==> src/hw/rtl/alpha_weighted_box_downsample_unit_assert.svh <==
// Assertion macros for the alpha weighted box downsample unit.
// Used by the top level only; needs nothing else.
`ifndef ALPHA_WEIGHTED_BOX_DOWNSAMPLE_UNIT_ASSERT_SVH
`define ALPHA_WEIGHTED_BOX_DOWNSAMPLE_UNIT_ASSERT_SVH
`define AWB_ASSERT_IMPL(label, clk, rst_n, a, c) \
    label: assert property (@(posedge clk) disable iff (!rst_n) (a) |-> (c)) \
        else $error("assertion failed");
`define AWB_ASSERT_NEXT(label, clk, rst_n, a, c) \
    label: assert property (@(posedge clk) disable iff (!rst_n) (a) |=> (c)) \
        else $error("assertion failed");
`endif

==> src/hw/rtl/awbd_pkg.sv <==
// Package of the alpha weighted box downsample unit: types and constants.
// Used by all modules; depends on nothing.
`timescale 1ns / 1ps
package awbd_pkg;
    localparam int MAX_TARGET_WIDTH = 1024;
    localparam int MAX_SCALE = 16;
    localparam int COL_W = $clog2(MAX_TARGET_WIDTH);
    localparam int SC_W = $clog2(MAX_SCALE + 1);
    localparam int SUM_W = 24;
    localparam int ASUM_W = 16;
    localparam logic [2:0] REG_SX = 3'd0;
    localparam logic [2:0] REG_SY = 3'd1;
    localparam logic [2:0] REG_TW = 3'd2;
    localparam logic [2:0] REG_TH = 3'd3;
    localparam logic [2:0] REG_THR = 3'd4;
    typedef enum logic [1:0] {
        ST_IDLE,
        ST_READ,
        ST_DIV,
        ST_OUT
    } t_state;
    typedef struct packed {
        logic [SUM_W-1:0] red;
        logic [SUM_W-1:0] green;
        logic [SUM_W-1:0] blue;
        logic [ASUM_W-1:0] alpha;
    } t_sums;
endpackage

==> src/hw/rtl/awbd_divider.sv <==
// Restoring divider: three 24 bit colour sums by one 16 bit alpha sum, one bit a cycle.
// Depends on awbd_pkg.
`timescale 1ns / 1ps
module awbd_divider (
    input  logic                          i_clk,
    input  logic                          i_rst_n,
    input  logic                          i_start,
    input  awbd_pkg::t_sums               i_sums,
    output logic                          o_done,
    output logic [7:0]                    o_red,
    output logic [7:0]                    o_green,
    output logic [7:0]                    o_blue
);
    import awbd_pkg::*;
    logic [4:0] r_cnt;
    logic r_busy;
    logic [SUM_W-1:0] r_q [3];
    logic [ASUM_W:0] r_rem [3];
    logic [ASUM_W-1:0] r_den;
    logic [ASUM_W:0] n_rem [3];
    logic n_bit [3];
    always_comb begin
        for (int k = 0; k < 3; k++) begin
            n_rem[k] = {r_rem[k][ASUM_W-1:0], r_q[k][SUM_W-1]};
            n_bit[k] = n_rem[k] >= {1'b0, r_den};
            if (n_bit[k]) begin
                n_rem[k] = n_rem[k] - {1'b0, r_den};
            end
        end
    end
    always_ff @(posedge i_clk) begin
        if (!i_rst_n) begin
            r_busy <= 1'b0;
            r_cnt <= '0;
            o_done <= 1'b0;
        end else begin
            o_done <= 1'b0;
            if (i_start) begin
                r_busy <= 1'b1;
                r_cnt <= 5'(SUM_W - 1);
            end else if (r_busy) begin
                if (r_cnt == 5'd0) begin
                    r_busy <= 1'b0;
                    o_done <= 1'b1;
                end else begin
                    r_cnt <= r_cnt - 5'd1;
                end
            end
        end
    end
    always_ff @(posedge i_clk) begin
        if (i_start) begin
            r_q[0] <= i_sums.red;
            r_q[1] <= i_sums.green;
            r_q[2] <= i_sums.blue;
            r_den <= i_sums.alpha;
            for (int k = 0; k < 3; k++) r_rem[k] <= '0;
        end else if (r_busy) begin
            for (int k = 0; k < 3; k++) begin
                r_rem[k] <= n_rem[k];
                r_q[k] <= {r_q[k][SUM_W-2:0], n_bit[k]};
            end
        end
    end
    assign o_red = r_q[0][7:0];
    assign o_green = r_q[1][7:0];
    assign o_blue = r_q[2][7:0];
endmodule

==> config.mk <==
export PLATFORM = sky130hd
export DESIGN_NAME = awbd_divider
export DESIGN_NICKNAME = d
export VERILOG_FILES = /design/src/hw/rtl/alpha_weighted_box_downsample_unit_assert.svh /design/src/hw/rtl/awbd_pkg.sv /design/src/hw/rtl/awbd_divider.sv
export SDC_FILE = /design/constraint.sdc
export NUM_CORES = 1
export LEC_CHECK = 0
export BUFFER_PORTS_ARGS = -buffer_cell sky130_fd_sc_hd__buf_4
export CORE_ASPECT_RATIO = 1.75
export CORE_MARGIN = 4
export CORE_UTILIZATION = 45
export CTS_CLUSTER_DIAMETER = 150
export DETAILED_ROUTE_END_ITERATION = 10
export GPL_TIMING_DRIVEN = 0
export PLACE_DENSITY = 0.62
export SLEW_MARGIN = 5
export SYNTH_ARGS = -nofsm -noshare
export SYNTH_HDL_FRONTEND = slang
export SYNTH_SLANG_ARGS = --single-unit
==> constraint.sdc <==
create_clock -name i_clk -period 2.9 [get_ports i_clk]
set_clock_uncertainty 0.15 [all_clocks]
set_input_delay 0.145 -clock i_clk [delete_from_list [all_inputs] [get_ports i_clk]]
set_output_delay 0.145 -clock i_clk [all_outputs]
set_load 0.1 [all_outputs]
# Word-level counts from Yosys, hierarchy flattened
# Memories as Yosys holds them, arrays and structs flattened.
# Cells that the tools add are included.
# Widths: inputs -> output; s select.
# word_totals
ff_bits	23
latchBits	0
ramBits	123
romBits	0
input_bits	91
out_inout_bits	25
word_cells	51
mem_count	2
# op_classes
addsub	4
mul	0
div_mod_pow	0
order_cmp	3
n_eq_ne	1
shifts	0
mux	21
bitwise_logic	9
reduce_logical	6
# memory_table
name	depth	word_bits	rd	rd_clocked_by_memory_dff	wr	line	rtl
r_q	3	24	3	0	3	awbd_divider.sv:17	logic [SUM_W-1:0] r_q [3];
r_rem	3	17	3	0	3	awbd_divider.sv:18	logic [ASUM_W:0] r_rem [3];
# ops
cell	count
$mux 17	6
$mux 24	3
$ge 17x16->1	3
$sub 17x16->17	3
$mux 5	3
$mux 1	9
$or 1x1->1	6
$logic_not 5->1	1
$sub 5x1->5 const B	1
$reduce_and 2->1	2
$not 1->1	3
$reduce_or 3->1	1
$ne 2x2->1 const B	1
$reduce_bool 2->1	1
$reduce_or 2->1	1

# Logic depth before layout (Yosys ltp)
# Gate-level depths: netlist of the first run.
# logic_depth
depth_word	4
mapped_depth	12

# Worst setup path after synthesis of the first run
# Ideal clock, no wire load.
# synth_timing
path_type	register to register
startpoint	mem r_q[1][23], in the netlist r_q[0][47]
endpoint	mem r_rem[0][31] (netlist bit) (data pin)
setup_time_ns	0.266
t_arrival_ns	2.117
slack_ns	0.367
path_stages_with_launch	12
path_buffers	0
synth_period_minus_slack_ns	2.533
cell_sequence	edfxtp_1 inv_1 ha_1 inv_1 fa_1 a21o_1 a31oi_1 nor3_1 a2111oi_2 xnor2_1 mux2i_1 nor2_1
# synth_rtl
element	line
start, declared	awbd_divider.sv:17
end, declared	awbd_divider.sv:18

==> results of run 1 <==
area by class of cell:
cell class | instances | area (um^2)
Fill cell | 1591 | 7212
Sequential cell | 143 | 4224
Multi-Input combinational cell | 642 | 3968
Timing Repair Buffer | 215 | 1892
Clock buffer | 17 | 425.4
Buffer | 54 | 332.8
Tap cell | 238 | 297.8
Clock inverter | 15 | 191.4
Inverter | 31 | 120.1
cell usage after synthesis, types with 3 or more instances:
cell type / count / area share (%)
a211o_1: 4 / 0.41
a211oi_1: 6 / 0.53
a211oi_2: 3 / 0.44
a21o_1: 14 / 1.2
a21oi_1: 45 / 2.6
a31oi_1: 4 / 0.29
buf_4: 25 / 2.2
buf_6: 4 / 0.53
clkbuf_1: 21 / 0.92
dfxtp_1: 7 / 1.6
edfxtp_1: 136 / 48
fa_1: 3 / 0.70
ha_1: 50 / 7.3
inv_1: 31 / 1.4
mux2i_1: 26 / 3.0
nand2_1: 246 / 11
nand2b_1: 9 / 0.66
nand3_1: 27 / 1.6
nand4_1: 5 / 0.37
nor2_1: 43 / 1.9
nor2b_1: 9 / 0.66
nor3_1: 4 / 0.23
o21a_1: 12 / 1.1
o21ai_0: 30 / 1.8
o21ai_1: 8 / 0.47
o21bai_1: 5 / 0.44
o31ai_1: 3 / 0.26
or2_2: 3 / 0.22
or3_1: 3 / 0.22
xnor2_1: 24 / 2.5
xor2_1: 13 / 1.3
worst max-delay path, stage by stage, from the launching register on:
cell and delay (ps):
edfxtp_1 330, inv_1 140, ha_1 410, nand3_1 150
nor4_2 320, a211oi_1 120, o21ai_1 150, a21o_2 210
buf_6 190, mux2i_1 260, nor2_1 70
report_power, final:
part,switching [uW],leakage (uW),internal (uW)
combinational,1160,0.00329,835
sequential,93.8,0.00146,2500
clock,885,0.000295,1430
worst paths after layout:
kind | startpoint | endpoint | slack (ps)
max reg2reg | r_den[7]$_DFFE_PP_ | r_rem[0][5]$_SDFFCE_PN0P_ | 90
max | r_den[7]$_DFFE_PP_ | r_rem[0][5]$_SDFFCE_PN0P_ | 90
min reg2reg | r_q[0][56]$_DFFE_PP_ | r_q[0][57]$_DFFE_PP_ | 360
min | i_start | r_cnt[3]$_SDFFE_PP0P_ | 130
cell families (layout without fill, tap and decap cells):
family	Yosys count	in the layout	synth area share [%]
xor gates and xnor gates	37	37	3.789
AOI/OAI and AO/OA	155	155	11.88
buffers and inverters	85	332	5.208
muxes	26	26	3.043
DFF	143	143	49.39
adders and majority gates	53	53	8.016
and+or+nand+nor	371	371	18.68
stage by stage:
step | instances | hold slack, ps
floorplan | 870 | 93.87
global placement | 1223 | 173.5
detailed placement | 1225 | 174.3
CTS | 1349 | 130.8
global route | 1355 | 176.4
finish | 1355 | 135.0
registers in the layout, indices dropped and copies added (netlist names):
name / cells
r_q: 72
r_rem: 48
r_den: 16
r_cnt: 5
o_done: 1
r_busy: 1
what timing repair did:
action / 4_1_cts / 5_1_grt
setup buffers: 2 / 6
resized for setup: 4 / 19
hold buffers: 90 / 0
endpoints found under the setup margin: 9 / 35
hold endpoints to repair: 111 / 0
cloned: 0 / 0
pin swaps: 0 / 8
per-layer routing:
layer,vias up,wire length (um)
li1,3512,-
met1,3357,8538
met2,167,12030
met3,51,762
met4,0,881
met5,-,0
==> impl_metrics.yaml, run 1 <==
status:
  status: "completed"
global_routing:
  overflow: 0
  grt_use_met3_pct: 3.525
  use_met2_pct: 39.64
  first_global_vias: 7283
  grt_max_degree: 63
  grtUsageTotal_pct: 21.26
  use_met1_pct: 23.01
  grt_pass1_wl_mm: 35.72
  antenna_found_initial: 0
  top_usage_layer: "met2"
final_layout:
  drive_above_1_share_pct: 20.32
  area_growth_pct: 33.88
  fin_util_pct: 61.36
  final_common_cell: "nand2_1"
  final_nets: 1248
  antenna_cells: 0
  final_cell_mix: "246 x nand2_1, 146 x buf_4, 136 x edfxtp_1, 90 x dlygate4sd3_1, 47 x ha_1"
  fin_area_um2: 11450
floorplanning:
  die-area_um2: 21360
  die_h_um: 190.4
  core_um2: 18660
  io_pins: 116
  die_w_um: 112.2
  rows: 66
  start_util_pct: 45.83
clocking:
  cts-root-buf: "clkbuf_16"
  clk_latency_ps: 430
  cts_buffer_depth: 2
  clkTransAtPathRegs_ps: 60
  cts_buffers: 17
  cts_htree_levels: 4
  cts_tree: "yes"
  clock-sinks: 143
sta:
  maxSlewViolCount: 0
  timing.final.crit_share_pct: 96.77
  final.setup.worst_slack_ps: 93.79
  slew_headroom_pct: 39.06
  worst_slew_pin_slew_ps: 911.1
  finalHoldViolations: 0
  fmax_mhz: 356.4
  finalCriticalPeriod_ps: 2806
  setup_tns_ps: 0
  finalSetupViolCount: 0
detailed_routing:
  wirelength_mm: 22.21
  detail_route.wl_per_cell_um: 16.39
  vias: 7087
  drt_iter0_markers: 304
  antenna_left: 0
  drcViolationCount: 0
  vias_per_cell: 5.230
  firstDrtPassIters: 4
synthesis:
  syn-num-nets: 1014
  synth_cells: 870
  yosysWarnings: 0
  netlist_area_um2: 8553
  synth_seq_area_share_pct: 49.39
  async_flop_share_pct: 0
  synthDistinctLibCells: 64
  ys_ff_latch: 143
  synth_edf_count: 136
  synth_ff_type: "edfxtp_1"
  avgSynthCellArea_um2: 9.831
critical_path:
  arrival_ps: 2810
  crit_fanout: 10
  crit_type: "reg2reg"
  reg2reg_depth: 10
  worstSetupEndpointType: "flop"
  start_kind: "flop"
  cp.required_ps: 2900
pwr:
  powerDensity_nw_per_um2: 602.9
  vdd_drop_max_mv: 0.5967
  power.leakage_uw: 0.005048
  total_power_uw: 6904
placement:
  dpl_cell_area_um2: 9772
  pre_cts_ws_ps: -93.65
  gp_congestion: 0.8718
  dp_hpwl_mm: 15.39
  port_buffers: 115
min_path:
  hold_depth: 3
  hold_path_class: "in2reg"
run:
  max-cap-violations: 0
(Power assumes the default switching activity.)
==> run 2, diff against run 1 <==
REMOVE_ABC_BUFFERS = 1   (was not set)
==> run 2 against run 1 <==
Cell count fell by 3.8%; worst hold slack improved by 150 ps; total power fell by 1.5%; critical path depth fell by 2; critical path type unchanged; die area did not move; clock-buffer cell count rose by 5; global-route usage fell by 1.9 points.
==> impl_metrics.yaml, run 2 (same netlist as run 1, synthesis figures left out) <==
detailed_routing:
  vias: 6826
  vias_per_cell: 5.235
  detail_route.wl_per_cell_um: 15.74
  wirelength_mm: 20.53
  firstDrtPassIters: 5
  drcViolationCount: 0
  drt_iter0_markers: 339
  antenna_left: 0
pwr:
  power.leakage_uw: 0.004902
  vdd_drop_max_mv: 0.7159
  total_power_uw: 6801
  powerDensity_nw_per_um2: 605.4
placement:
  dp_hpwl_mm: 13.43
  place_inst: 1174
  gp_congestion: 0.8644
  pre_cts_ws_ps: -326.6
  port_buffers: 115
final_layout:
  antenna_cells: 0
  instances_no_fill: 1304
  area_growth_pct: 31.35
  largest_register_ffs: 72
  final_cell_mix: "245 x nand2_1, 136 x edfxtp_1, 120 x buf_4, 90 x dlygate4sd3_1, 49 x ha_1"
  fin_util_pct: 60.20
  final_nets: 1197
  largest-register: "r_q"
  final_common_cell: "nand2_1"
  reg_top3: "r_q: 72 flops, r_rem: 48 flops, r_den: 16 flops"
  drive_above_1_share_pct: 18.57
floorplanning:
  die_h_um: 190.4
  core_um2: 18660
  die-area_um2: 21360
  die_w_um: 112.2
  start_util_pct: 45.83
  rows: 66
  io_pins: 116
sta:
  finalCriticalPeriod_ps: 2796
  finalSetupViolCount: 0
  finalHoldViolations: 0
  whs_ps: 284.3
  maxSlewViolCount: 0
  worst_slew_pin_slew_ps: 849.6
  rsz0062_at_grt: "true"
  fmax_mhz: 357.6
  final.setup.worst_slack_ps: 103.8
  timing.final.crit_share_pct: 96.42
  slew_headroom_pct: 43.36
global_routing:
  grt_pass1_wl_mm: 33.27
  grt_max_degree: 78
  overflow: 0
  antenna_found_initial: 0
  first_global_vias: 6967
  grtUsageTotal_pct: 19.32
clocking:
  cts_htree_levels: 4
  cts_buffer_depth: 2
  clkTransAtPathRegs_ps: 60
  clk_latency_ps: 430
  clock-sinks: 143
  cts_tree: "yes"
  cts_buffers: 17
  cts-root-buf: "clkbuf_16"
critical_path:
  crit_type: "reg2reg"
  arrival_ps: 2810
  r2r_slack_ps: 100
  setup.worst_path.end: "r_rem[0][43]$_SDFFCE_PN0P_"
  start_kind: "flop"
  reg2reg_to: "r_rem[0][43]$_SDFFCE_PN0P_"
  reg2reg_from: "r_den[8]$_DFFE_PP_"
  cp-startpoint: "r_den[8]$_DFFE_PP_"
  crit_fanout: 6
  worstSetupEndpointType: "flop"
  cp.required_ps: 2910
  reg2reg_depth: 8
status:
  status: "completed"
min_path:
  hold_path_class: "in2reg"
run:
  max-cap-violations: 0
run 2: layout make-up:
type | instances | area (um^2)
clock buffers | 22 | 444.2
clock inverters | 10 | 163.9
fillers | 1643 | 7428
inverters | 31 | 120.1
multi-input cells | 644 | 4054
flip-flops and latches | 143 | 4224
well taps | 238 | 297.8
repair buffers | 216 | 1931
run 2: how the worst min path moves through the flow:
| stage | startpoint | to | slack (ps) | depth (start not counted) |
|---|---|---|---|---|
| floorplan | i_start | r_cnt[3]$_SDFFE_PP0P_ | 70 | 1 |
| global placement | i_sums[8] | r_den[8]$_DFFE_PP_ | 170 | 1 |
| detailed placement | i_sums[7] | r_den[7]$_DFFE_PP_ | 170 | 1 |
| CTS | i_sums[8] | r_den[8]$_DFFE_PP_ | 270 | 2 |
| global route | i_sums[4] | r_den[4]$_DFFE_PP_ | 280 | 2 |
| finish | i_sums[8] | r_den[8]$_DFFE_PP_ | 280 | 2 |
run 2: what timing repair did:
action	in CTS	in global routing
setup endpoints to repair	38	34
gates cloned	1	1
endpoints found under the hold margin	111	0
gates resized for setup	6	20
buffers inserted	4	2
hold buffers	90	0
pin swaps	2	7
run 2: layer usage:
layer  vias up  GRT usage [%]  wire (um)
met3        32          4.287        756
li1       3414              -          -
met2       134          35.12      10920
met1      3246          21.82       8304
met5         -              0          0
met4         0          7.543        548
run 2: metrics by stage:
step           instance area (um^2)  TNS, ps
3_3_place_gp                   9385  -396630
5_1_grt                       11230   -110.3
6_report                      11230        0
4_1_cts                       11110   -27.56
3_5_place_dp                   9524    -4149
2_1_floorplan                  8224   -88760
run 2: worst max-delay path: stages (launching register included):
cell and delay, ps:
edfxtp_1 320, inv_1 140, ha_1 440, nand4_1 190, or4_4 560, a31oi_4 270
buf_4 180, mux2i_1 220, nor2_1 60
run 2: report_power, final:
| part | switching [uW] | leakage [uW] | total, uW | internal (uW) |
|---|---|---|---|---|
| Sequential | 94.2 | 0.00146 | 2600 | 2500 |
| Combinational | 1130 | 0.00315 | 1920 | 790 |
| Clock | 843 | 0.000293 | 2280 | 1440 |
| Total | 2070 | 0.00490 | 6800 | 4730 |
==> run 3, diff against run 2 <==
SETUP_SLACK_MARGIN = 0.15   (was not set)
==> run 3 against run 2 <==
Sequential share of layout area down 0.61 points; critical path depth unchanged; clock-buffer cell count unchanged; global-route usage up 0.35 points; largest power group unchanged.
==> impl_metrics.yaml, run 3 (same netlist as run 1, synthesis figures left out) <==
global_routing:
  grt_pass1_wl_mm: 33.84
  overflow: 0
  first_global_vias: 7042
  grtUsageTotal_pct: 19.67
  grt_max_degree: 78
  antenna_found_initial: 0
sta:
  timing.final.crit_share_pct: 92.87
  slew_headroom_pct: 43.12
  finalSetupViolCount: 0
  finalHoldViolations: 0
  worst_slew_pin_slew_ps: 851.4
  setup_tns_ps: 0
  finalCriticalPeriod_ps: 2693
  fmax_mhz: 371.3
  rsz0062_at_grt: "true"
  maxSlewViolCount: 0
placement:
  dp_hpwl_mm: 13.43
  port_buffers: 115
  gp_congestion: 0.8644
  dpl_cell_area_um2: 9524
pwr:
  power.share.switching_pct: 30.55
  vdd_drop_max_mv: 0.7186
  powerDensity_nw_per_um2: 602.6
  power_frac_seq_pct: 37.8
  total_power_uw: 6883
  p_int_uw: 4780
  power.leakage_uw: 0.004943
  p_sw_uw: 2103
  power_frac_comb_pct: 29.0
  pwr-share-clk_pct: 33.3
final_layout:
  final_cell_mix: "245 x nand2_1, 136 x edfxtp_1, 126 x buf_4, 90 x dlygate4sd3_1, 42 x nor2_1"
  fin_area_um2: 11420
  area_growth_pct: 33.53
  largest_register_ffs: 72
  final_nets: 1204
  antenna_cells: 0
  final_common_cell: "nand2_1"
  drive_above_1_share_pct: 21.16
  largest-register: "r_q"
  reg_top3: "r_q: 72 flops, r_rem: 48 flops, r_den: 16 flops"
clocking:
  clkTransAtPathRegs_ps: 60
  cts-root-buf: "clkbuf_16"
  clk_latency_ps: 430
  cts_htree_levels: 4
  cts_buffer_depth: 2
  cts_tree: "yes"
  clock-sinks: 143
  cts_buffers: 17
critical_path:
  crit_type: "reg2reg"
  reg2reg_to: "r_rem[0][43]$_SDFFCE_PN0P_"
  cp-startpoint: "r_den[9]$_DFFE_PP_"
  reg2reg_from: "r_den[9]$_DFFE_PP_"
  arrival_ps: 2710
  reg2reg_depth: 8
  crit_fanout: 6
  start_kind: "flop"
  r2r_slack_ps: 210
  setup.worst_path.end: "r_rem[0][43]$_SDFFCE_PN0P_"
  cp.required_ps: 2920
  worstSetupEndpointType: "flop"
min_path:
  hold_path_class: "in2reg"
floorplanning:
  die-area_um2: 21360
  die_h_um: 190.4
  core_um2: 18660
  rows: 66
  start_util_pct: 45.83
  io_pins: 116
  die_w_um: 112.2
run:
  max-cap-violations: 0
detailed_routing:
  drcViolationCount: 0
  wirelength_mm: 20.90
  detail_route.wl_per_cell_um: 15.94
  drt_iter0_markers: 328
  firstDrtPassIters: 5
  vias: 6904
  antenna_left: 0
  vias_per_cell: 5.266
status:
  status: "completed"
[run 3: cell types whose count changed in the layout (fill, tap and decap cells not counted), moves of 4 or more]
cell     delta
ha_4        +4
ha_2        +9
buf_4       +6
o21ai_0     -5
ha_1       -13
o21ai_1     +5
a21oi_2     +4
[run 3: final cells by class]
| cell class | instances | area, um^2 |
|---|---|---|
| sequential | 143 | 4224 |
| clock inverter | 10 | 163.9 |
| clock buffer | 22 | 444.2 |
| timing repair buffer | 223 | 1996 |
| multi-input combinational | 644 | 4173 |
| fill | 1625 | 7242 |
| tap | 238 | 297.8 |
| inverter | 31 | 122.6 |
[run 3: repair_timing]
action,4_1_cts,5_1_grt
gates resized for setup,20,41
gates cloned,2,0
hold endpoints to repair,111,0
setup buffers,7,6
endpoints found under the setup margin,50,48
hold buffers,90,0
pin swaps,7,9
[run 3: worst min-delay path by stage]
stage,cells past startpoint,from,endpoint,slack (ps)
after floorplan,1,i_start,r_cnt[3]$_SDFFE_PP0P_,70
after global placement,1,i_sums[8],r_den[8]$_DFFE_PP_,170
after detailed placement,1,i_sums[7],r_den[7]$_DFFE_PP_,170
after CTS,2,i_sums[8],r_den[8]$_DFFE_PP_,270
after global routing,2,i_sums[4],r_den[4]$_DFFE_PP_,280
final,2,i_sums[8],r_den[8]$_DFFE_PP_,280
[run 3: metrics by stage]
stage	instances	hold WS (ps)	utilization (%)	worst slack (ps)
global route	1311	279.0	61.20	99.59
finish	1311	282.2	61.20	206.7
floorplan	816	71.02	-	-1376
detailed placement	1174	174.3	51.03	-326.6
global placement	1169	173.5	50.29	-4716
CTS	1305	267.2	60.05	122.4
[run 3: power by group through the flow]
stage | Clock (uW) | Combinational (uW) | Sequential [uW]
after floorplan | 0 | 1060 | 2850
after global placement | 0 | 1700 | 2640
after detailed placement | 0 | 1730 | 2630
after CTS | 2340 | 1920 | 2600
after global routing | 2430 | 2180 | 2620
final | 2290 | 1990 | 2600
[run 3: per-layer routing]
metal / global-route usage [%] / share of wire, % / vias to the layer above
met5: 0 / 0 / -
met4: 7.358 / 2.7 / 0
met3: 4.255 / 3.7 / 30
met2: 35.83 / 54 / 147
met1: 22.36 / 40 / 3302
li1: - / - / 3425
[run 3: critical path: stages, from the launching register on]
cell and delay (ps):
edfxtp_1 340, inv_1 120, ha_2 410, nand4_1 130, or4_4 550, a31oi_4 270, buf_4 190, mux2i_1 220
nor2_1 60
